## config.mk

```make
export PLATFORM = sky130hd
export DESIGN_NAME = forth_data_stack_unit
export DESIGN_NICKNAME = d
export VERILOG_FILES = /design/src/fds_pkg.sv /design/src/fds_ram.sv /design/src/fds_ctrl.sv /design/src/fds_dp.sv /design/src/forth_data_stack_unit.sv
export SDC_FILE = /design/constraint.sdc
export NUM_CORES = 2
export LEC_CHECK = 0
export BUFFER_PORTS_ARGS = -buffer_cell sky130_fd_sc_hd__buf_2
export CAP_MARGIN = 0
export CORE_MARGIN = 2
export CORE_UTILIZATION = 55
export DETAILED_ROUTE_END_ITERATION = 16
export PLACE_DENSITY = 0.71
export SETUP_SLACK_MARGIN = 0.4
export SLEW_MARGIN = 20
export SYNTH_ARGS = -nofsm -noshare
export SYNTH_HDL_FRONTEND = slang
export SYNTH_HIERARCHICAL = 1
export SYNTH_SLANG_ARGS = --single-unit
export TNS_END_PERCENT = 30
```

## constraint.sdc

```tcl
create_clock -name clk -period 10.6 [get_ports clk]
set_clock_uncertainty 0.15 [all_clocks]
set_input_delay 2.12 -clock clk [delete_from_list [all_inputs] [get_ports clk]]
set_output_delay 2.12 -clock clk [all_outputs]
set_load 0.005 [all_outputs]
```

## src/fds_pkg.sv

```systemverilog
`default_nettype none

package fds_pkg;

  // Stack geometry
  localparam int DEPTH       = 64;
  localparam int HANDLE_BITS = 32;
  localparam int CNT_W       = $clog2(DEPTH + 1);
  localparam int ADDR_W      = $clog2(DEPTH);
  localparam int OFF_W       = 6;
  localparam int CMP_W       = (CNT_W > OFF_W) ? CNT_W : OFF_W;

  // Command codes; code 7 is unused and does nothing
  typedef enum logic [2:0] {
    CMD_PUSH = 3'd0,
    CMD_POP  = 3'd1,
    CMD_PEEK = 3'd2,
    CMD_DUP  = 3'd3,
    CMD_SWAP = 3'd4,
    CMD_OVER = 3'd5,
    CMD_DROP = 3'd6
  } cmd_e;

  // Status codes
  localparam logic [1:0] ST_OK    = 2'd0;
  localparam logic [1:0] ST_UNDER = 2'd1;
  localparam logic [1:0] ST_OVER  = 2'd2;

  typedef struct packed {
    logic [2:0]  cmd;
    logic        push_kind;
    logic [31:0] push_handle;
    logic [5:0]  peek_offset;
  } in_item_t;

  typedef struct packed {
    logic        out_kind;
    logic [31:0] out_handle;
    logic [1:0]  status;
    logic        retain;
    logic        release_res;
    logic [6:0]  depth_now;
  } out_item_t;

  // One stored stack entry
  typedef struct packed {
    logic                   kind;
    logic [HANDLE_BITS-1:0] handle;
  } entry_t;

  // Controller to datapath
  typedef struct packed {
    logic load;
    logic check;
    logic step_a;
    logic step_b;
    logic step_c;
    logic emit;
  } ctrl_cmd_t;

  // Datapath to controller
  typedef struct packed {
    logic early;
    logic is_swap;
    logic out_free;
  } dp_stat_t;

endpackage

`default_nettype wire

```

## src/fds_ram.sv

```systemverilog
`default_nettype none

module fds_ram #(
  parameter int WIDTH = 8,
  parameter int DEPTH = 16
) (
  input  wire logic                     clk,
  input  wire logic                     we,
  input  wire logic [$clog2(DEPTH)-1:0] waddr,
  input  wire logic [WIDTH-1:0]         wdata,
  input  wire logic                     re,
  input  wire logic [$clog2(DEPTH)-1:0] raddr,
  output logic      [WIDTH-1:0]         rdata
);

  logic [WIDTH-1:0] mem [DEPTH];

  // Write port and registered read port
  always_ff @(posedge clk) begin
    if (we) begin
      mem[waddr] <= wdata;
    end
    if (re) begin
      rdata <= mem[raddr];
    end
  end

endmodule

`default_nettype wire

```

## src/fds_ctrl.sv

```systemverilog
`default_nettype none

module fds_ctrl
  import fds_pkg::*;
(
  input  wire logic      clk,
  input  wire logic      rst,
  input  wire logic      in_valid,
  output logic           in_stall,
  input  wire dp_stat_t  stat,
  output ctrl_cmd_t      cmd
);

  typedef enum logic [5:0] {
    S_IDLE   = 6'b000001,
    S_CHECK  = 6'b000010,
    S_RDA    = 6'b000100,
    S_RDB    = 6'b001000,
    S_WR2    = 6'b010000,
    S_FINISH = 6'b100000
  } state_t;

  state_t state, state_next;

  // Sequence one command through check, reads, writes and hand-off
  always_comb begin
    state_next = state;
    cmd        = '0;
    case (state)
      S_IDLE: begin
        if (in_valid) begin
          cmd.load   = 1'b1;
          state_next = S_CHECK;
        end
      end
      S_CHECK: begin
        cmd.check  = 1'b1;
        state_next = stat.early ? S_FINISH : S_RDA;
      end
      S_RDA: begin
        cmd.step_a = 1'b1;
        state_next = stat.is_swap ? S_RDB : S_FINISH;
      end
      S_RDB: begin
        cmd.step_b = 1'b1;
        state_next = S_WR2;
      end
      S_WR2: begin
        cmd.step_c = 1'b1;
        state_next = S_FINISH;
      end
      S_FINISH: begin
        if (stat.out_free) begin
          cmd.emit   = 1'b1;
          state_next = S_IDLE;
        end
      end
      default: state_next = S_IDLE;
    endcase
  end

  always_ff @(posedge clk) begin
    if (rst) begin
      state <= S_IDLE;
    end else begin
      state <= state_next;
    end
  end

  assign in_stall = (state != S_IDLE);

endmodule

`default_nettype wire

```

## src/fds_dp.sv

```systemverilog
`default_nettype none

module fds_dp
  import fds_pkg::*;
(
  input  wire logic      clk,
  input  wire logic      rst,
  input  wire in_item_t  in_data,
  input  wire ctrl_cmd_t cmd,
  output dp_stat_t       stat,
  output logic           out_valid,
  input  wire logic      out_stall,
  output out_item_t      out_data
);

  logic [2:0]             op;
  logic                   p_kind;
  logic [HANDLE_BITS-1:0] p_handle;
  logic [OFF_W-1:0]       p_off;
  logic [CNT_W-1:0]       count;
  entry_t                 ea;
  out_item_t              res;
  out_item_t              res_out;

  logic [CNT_W-1:0]  cnt_m1, cnt_m2;
  logic [CMP_W-1:0]  peek_idx;
  logic [1:0]        st;
  logic              nop;
  logic              full;
  logic [ADDR_W-1:0] addr_a;
  entry_t            push_e;

  logic              we, re;
  logic [ADDR_W-1:0] waddr, raddr;
  entry_t            wdata, rdata;

  function automatic out_item_t mk_res(entry_t e, logic [1:0] s, logic ret, logic rel);
    out_item_t r;
    r.out_kind    = e.kind;
    r.out_handle  = 32'(e.handle);
    r.status      = s;
    r.retain      = ret;
    r.release_res = rel;
    r.depth_now   = '0;
    return r;
  endfunction

  assign cnt_m1   = count - CNT_W'(1);
  assign cnt_m2   = count - CNT_W'(2);
  assign peek_idx = CMP_W'(count) - CMP_W'(1) - CMP_W'(p_off);
  assign full     = (count == CNT_W'(DEPTH));
  assign push_e   = '{kind: p_kind, handle: p_handle};

  // Classify the held command against the current depth
  always_comb begin
    st  = ST_OK;
    nop = 1'b0;
    case (op)
      CMD_PUSH: if (full) st = ST_OVER;
      CMD_POP,
      CMD_DROP: if (count == '0) st = ST_UNDER;
      CMD_PEEK: if (CMP_W'(p_off) >= CMP_W'(count)) st = ST_UNDER;
      CMD_DUP: begin
        if (count == '0) st = ST_UNDER;
        else if (full)   st = ST_OVER;
      end
      CMD_OVER: begin
        if (count < CNT_W'(2)) st = ST_UNDER;
        else if (full)         st = ST_OVER;
      end
      CMD_SWAP: if (count < CNT_W'(2)) st = ST_UNDER;
      default:  nop = 1'b1;
    endcase
  end

  // Pick the first entry to read
  always_comb begin
    case (op)
      CMD_PEEK: addr_a = ADDR_W'(peek_idx);
      CMD_OVER: addr_a = ADDR_W'(cnt_m2);
      default:  addr_a = ADDR_W'(cnt_m1);
    endcase
  end

  assign stat.early    = (st != ST_OK) || nop || (op == CMD_PUSH);
  assign stat.is_swap  = (op == CMD_SWAP);
  assign stat.out_free = !out_valid || !out_stall;

  // Drive the stack memory ports
  always_comb begin
    we    = 1'b0;
    waddr = ADDR_W'(count);
    wdata = push_e;
    re    = 1'b0;
    raddr = addr_a;
    if (cmd.check) begin
      if (st == ST_OK && op == CMD_PUSH) begin
        we = 1'b1;
      end else if (!stat.early) begin
        re = 1'b1;
      end
    end
    if (cmd.step_a) begin
      if (op == CMD_DUP || op == CMD_OVER) begin
        we    = 1'b1;
        wdata = rdata;
      end
      if (op == CMD_SWAP) begin
        re    = 1'b1;
        raddr = ADDR_W'(cnt_m2);
      end
    end
    if (cmd.step_b) begin
      we    = 1'b1;
      waddr = ADDR_W'(cnt_m1);
      wdata = rdata;
    end
    if (cmd.step_c) begin
      we    = 1'b1;
      waddr = ADDR_W'(cnt_m2);
      wdata = ea;
    end
  end

  fds_ram #(
    .WIDTH ($bits(entry_t)),
    .DEPTH (DEPTH)
  ) u_ram (
    .clk   (clk),
    .we    (we),
    .waddr (waddr),
    .wdata (wdata),
    .re    (re),
    .raddr (raddr),
    .rdata (rdata)
  );

  // Track depth and output valid
  always_ff @(posedge clk) begin
    if (rst) begin
      count     <= '0;
      out_valid <= 1'b0;
    end else begin
      if (cmd.check && st == ST_OK && op == CMD_PUSH) begin
        count <= count + CNT_W'(1);
      end
      if (cmd.step_a) begin
        if (op == CMD_POP || op == CMD_DROP) begin
          count <= cnt_m1;
        end else if (op == CMD_DUP || op == CMD_OVER) begin
          count <= count + CNT_W'(1);
        end
      end
      if (cmd.emit) begin
        out_valid <= 1'b1;
      end else if (!out_stall) begin
        out_valid <= 1'b0;
      end
    end
  end

  // Stamp the current depth onto the held result
  always_comb begin
    res_out           = res;
    res_out.depth_now = 7'(count);
  end

  // Hold the command, build the result and load the output register
  always_ff @(posedge clk) begin
    if (cmd.load) begin
      op       <= in_data.cmd;
      p_kind   <= in_data.push_kind;
      p_handle <= in_data.push_handle[HANDLE_BITS-1:0];
      p_off    <= in_data.peek_offset;
    end
    if (cmd.check) begin
      if (st == ST_OK && op == CMD_PUSH) begin
        res <= mk_res(push_e, ST_OK, 1'b1, 1'b0);
      end else begin
        res <= mk_res('0, st, 1'b0, 1'b0);
      end
    end
    if (cmd.step_a) begin
      if (op == CMD_SWAP) begin
        ea <= rdata;
      end else begin
        res <= mk_res(rdata, ST_OK, (op == CMD_DUP) || (op == CMD_OVER),
                      (op == CMD_DROP));
      end
    end
    if (cmd.step_b) begin
      res <= mk_res(rdata, ST_OK, 1'b0, 1'b0);
    end
    if (cmd.emit) begin
      out_data <= res_out;
    end
  end

endmodule

`default_nettype wire

```

## src/forth_data_stack_unit.sv

```systemverilog
// Sequencing: push, error and unused commands go from the check state to finish;
//   pop, peek, drop, dup and over pass through S_RDA; swap through S_RDA, S_RDB, S_WR2.
// The entry memory has a single read and a single write port; the result register lets
//   the next command be taken while a result waits.
// Reset: synchronous, clears the depth and the output valid; stack memory is not cleared.
`default_nettype none

module forth_data_stack_unit
  import fds_pkg::*;
(
  input  wire logic      clk,
  input  wire logic      rst,
  input  wire logic      in_valid,
  output logic           in_stall,
  input  wire in_item_t  in_data,
  output logic           out_valid,
  input  wire logic      out_stall,
  output out_item_t      out_data
);

  ctrl_cmd_t cmd;
  dp_stat_t  stat;

  fds_ctrl u_ctrl (
    .clk      (clk),
    .rst      (rst),
    .in_valid (in_valid),
    .in_stall (in_stall),
    .stat     (stat),
    .cmd      (cmd)
  );

  fds_dp u_dp (
    .clk       (clk),
    .rst       (rst),
    .in_data   (in_data),
    .cmd       (cmd),
    .stat      (stat),
    .out_valid (out_valid),
    .out_stall (out_stall),
    .out_data  (out_data)
  );

endmodule

`default_nettype wire

```

==> key figures <==
Status
  – Outcome: finished, final reports clean

Yosys
  – Seq/Total Area, Yosys: 0.774
  – Synth async-reset ratio: 0
  – Yosys Warn Count: 6
  – Synth cell types: about 80
  – Syn nets: about 4300
  – Syn_area_per_cell: ~21 sq um
  – Syn Inst Count: 4261
  – Synth Flop Type: edfxtp_1
  – Number of flops mapped to enable cells by yosys: between 2000 and 2500
  – Mapped cell area: a little under 90000 sq um
  – Yosys reg bits: about 2300

Drt
  – Mean number of vias per cell: approximately 6.6
  – Initial DRC Count: approximately 6300
  – Routed Antenna Nets: 0
  – Pre-antenna DRT Iters: 6
  – Remaining DRCs: 0
  – Vias: ~45000
  – Detailed-route wire length: 220000 um
  – Wire per inst: about 32 um

Pwr
  – Comb power frac: 0.073
  – Power, Total: ~0.019 W
  – Pwr/cell area: between 150 and 200 nW/um^2
  – VDD IR-drop max: 170 uV
  – Static leakage: 32.0 nW
  – Clock share of power: 0.396
  – Sw frac: 0.219
  – Sw power: about 0.0042 W
  – Sequential group share of total power: 0.531
  – Internal Power: ~0.015 W

STA
  – Fin crit period: approximately 5.9 ns
  – Period utilisation layout: 0.556
  – Max Fclk: 170 MHz
  – RSZ-0062 raised after global routing: no
  – Max Slew Vio Count: 0
  – Worst rel slew slack: 0.232
  – Final hold vios: 0
  – Setup violators final: 0
  – Worst Tran Pin Value: between 1 and 1.5 ns
  – Setup TNS: 0 ns

Worst setup path
  – Startpoint Class: flop
  – Crit-path max FO: 93
  – RR Endpoint: u_dp/u_ram/rdata[23]
  – Critical path arrival: between 6 and 7 ns
  – WS Path Type: reg2reg
  – Worst EP required: 11.05 ns
  – Crit Reg-Reg Startpoint: u_dp/count[0]
  – Worst-case reg-to-reg path depth: 11
  – CP endpoint kind: flop
  – Reg2Reg Setup Slack: 4.71 ns

Placed design
  – RePlAce Congestion: ~0.88
  – Final HPWL DP: about 120000 um
  – Port bufs: 91

Die
  – Num rows: 147
  – Die W: 407 um
  – Die H: approximately 400 um
  – Core region area: ~160000 sq um
  – Die Area: 165000 sq um
  – I/O pin count: 92
  – Starting Density: 0.555

Final layout
  – Multi-input gate area: between 15000 and 20000 sq um
  – Synth-to-layout area growth: 12.2%
  – Filler cells: roughly 11000
  – Nets: between 4000 and 5000
  – Register area: just under 70000 sq um
  – Layout cell share with drive strength beyond 1: 0.251

Min path
  – Hold path start: u_dp/res[14]
  – HP Class: reg2reg
  – Hold worst-path end: u_dp/out_data[14]
  – Hold Path Stages: 0

Run
  – Max Cap Violations: 0

Global routing
  – Vias in the first global route: roughly 45000
  – GRT overflow: 0
  – GRT Resource Usage Total: 0.268
  – Largest net degree at the start of global routing: around 140
  – Initial antenna violation count: 3
  – First-pass GRT wire length: about 320000 um

CTS
  – Worst-skew pair later-pin latency: approximately 0.84 ns
  – Clk root buf: clkbuf_16
  – CTS tree: yes
  – Resize count post-CTS: 0
  – # hold bufs at CTS: 0
  – Setup bufs post-CTS: 0
  – Htree depth: 4
  – CTS Buffer Depth: 3
  – CTS clk-pin slew, worst paths: around 0.06 ns
  – CTS Buf Count: around 220
  – Clock sink count: between 2000 and 2500
## state kept, by name (all words and copies together), names as in the netlist, 6 cells and up
register          flops
u_dp/out_data        44
u_dp/ea              33
u_dp/p_off            6
u_dp/p_handle        32
u_dp/res             37
u_dp/u_ram/rdata     33
u_dp/count            7
u_ctrl/state          6
u_dp/u_ram/mem     2112
## layout make-up
class / instances / area share
multi-input cells: 1672 / 0.197
clock inverters: 122 / 0.0116
well taps: 2160 / 0.0270
inverters: 25 / 0.000938
diodes: 2 / 0.0000500
repair buffers: 236 / 0.0166
flip-flops and latches: 2315 / 0.690
clock buffers: 274 / 0.0577
## how the worst max path moves through the flow
| stage | depth (start not counted) | end | from |
|---|---|---|---|
| after floorplan | 3 | u_dp/out_data[0] | out_stall |
| after global placement | 11 | u_dp/u_ram/rdata[23] | u_dp/count[0] |
| after detailed placement | 11 | u_dp/u_ram/rdata[23] | u_dp/count[0] |
| after CTS | 12 | u_dp/u_ram/rdata[24] | u_dp/count[0] |
| after global routing | 14 | u_dp/u_ram/rdata[24] | u_dp/count[0] |
| final | 11 | u_dp/u_ram/rdata[23] | u_dp/count[0] |
## cell usage in the layout (no fill, tap or decap), types with 24 or more instances in the layout
| cell | instances |
|---|---|
| clkbuf_1 | 49 |
| nor2b_1 | 24 |
| nand2_1 | 158 |
| a21oi_1 | 69 |
| nor2_4 | 66 |
| nand4_1 | 42 |
| o21ai_0 | 27 |
| clkinv_2 | 29 |
| buf_4 | 136 |
| nand3_1 | 96 |
| o21ai_4 | 35 |
| dfxtp_1 | 51 |
| o221ai_1 | 47 |
| mux2i_1 | 130 |
| o22ai_1 | 61 |
| a22oi_1 | 114 |
| buf_2 | 91 |
| nor2_1 | 58 |
| mux4_2 | 485 |
| edfxtp_1 | 2264 |
| clkbuf_16 | 221 |
| clkinv_1 | 56 |
## power by group through the flow
| stage | combinational [W] | clock, W | sequential (W) |
|---|---|---|---|
| after floorplan | 0.000972 | 0 | 0.0104 |
| after global placement | 0.00138 | 0 | 0.0104 |
| after detailed placement | 0.00140 | 0 | 0.0104 |
| after CTS | 0.00140 | 0.00769 | 0.0102 |
| after global routing | 0.00148 | 0.00803 | 0.0102 |
| final | 0.00140 | 0.00761 | 0.0102 |
## cell usage after synthesis (10+ instances only)
cell | count | area share
a211o_1 | 10 | 0.00098
a211oi_1 | 23 | 0.0019
a211oi_2 | 10 | 0.0014
a21oi_1 | 71 | 0.0040
a22oi_1 | 114 | 0.0096
and2_1 | 15 | 0.0011
and3_1 | 24 | 0.0017
buf_1 | 17 | 0.00072
buf_2 | 68 | 0.0038
buf_4 | 26 | 0.0022
buf_6 | 32 | 0.0040
clkbuf_1 | 100 | 0.0042
dfxtp_1 | 51 | 0.011
edfxtp_1 | 2264 | 0.76
ha_1 | 16 | 0.0022
inv_1 | 22 | 0.00093
mux2i_1 | 130 | 0.015
mux4_2 | 485 | 0.12
nand2_1 | 158 | 0.0066
nand2b_1 | 14 | 0.00098
nand3_1 | 96 | 0.0054
nand4_1 | 42 | 0.0029
nor2_1 | 125 | 0.0053
nor2b_1 | 26 | 0.0018
nor3_1 | 10 | 0.00056
o211ai_1 | 10 | 0.00084
o21ai_0 | 57 | 0.0032
o221ai_1 | 49 | 0.0048
o22ai_1 | 61 | 0.0043
xnor2_1 | 17 | 0.0017
## routing by layer
layer | up-vias | global-route usage | part of all wire
li1 | 18248 | - | -
met1 | 23803 | 0.379 | 0.38
met2 | 2613 | 0.427 | 0.49
met3 | 377 | 0.0491 | 0.10
met4 | 2 | 0.0915 | 0.033
met5 | - | 0 | 0.000091
## worst max-delay path, cell delays in order, from the launching register on
cell and delay [ns]:
dfxtp_1 0.67, inv_1 0.23, ha_1 0.52, fa_1 0.51
o21ai_4 0.27, buf_12 0.48, buf_4 0.78, mux4_2 0.40
nor2b_1 0.14, a211oi_1 0.65, o22ai_1 0.41, and3_1 0.26
## kinds of logic (layout without fill, tap and decap cells)
family	Yosys count	count (layout)	synth area share
flops	2315	2315	0.774
mux	621	621	0.138
simple gates	549	549	0.0303
compound gates	461	461	0.0363
buf+inv	274	657	0.0171
xor+xnor	23	23	0.00234
fa+ha+maj	18	18	0.00259
other cells	0	2	0
## per-stage QoR
step                cell area, sq um  instances  setup slack, ns  utilization  hold slack, ns
CTS                           100000       6804             4.81        0.622           0.283
finish                        100000       6806             4.71        0.622           0.283
global placement               93100       6408             4.88        0.579           0.269
global route                  100000       6806             4.58        0.622           0.295
detailed placement             93100       6408             4.82        0.579           0.273
floorplan                      89200       4261             2.90            -           0.259
No activity file was read; power rests on OpenSTA's default activity.
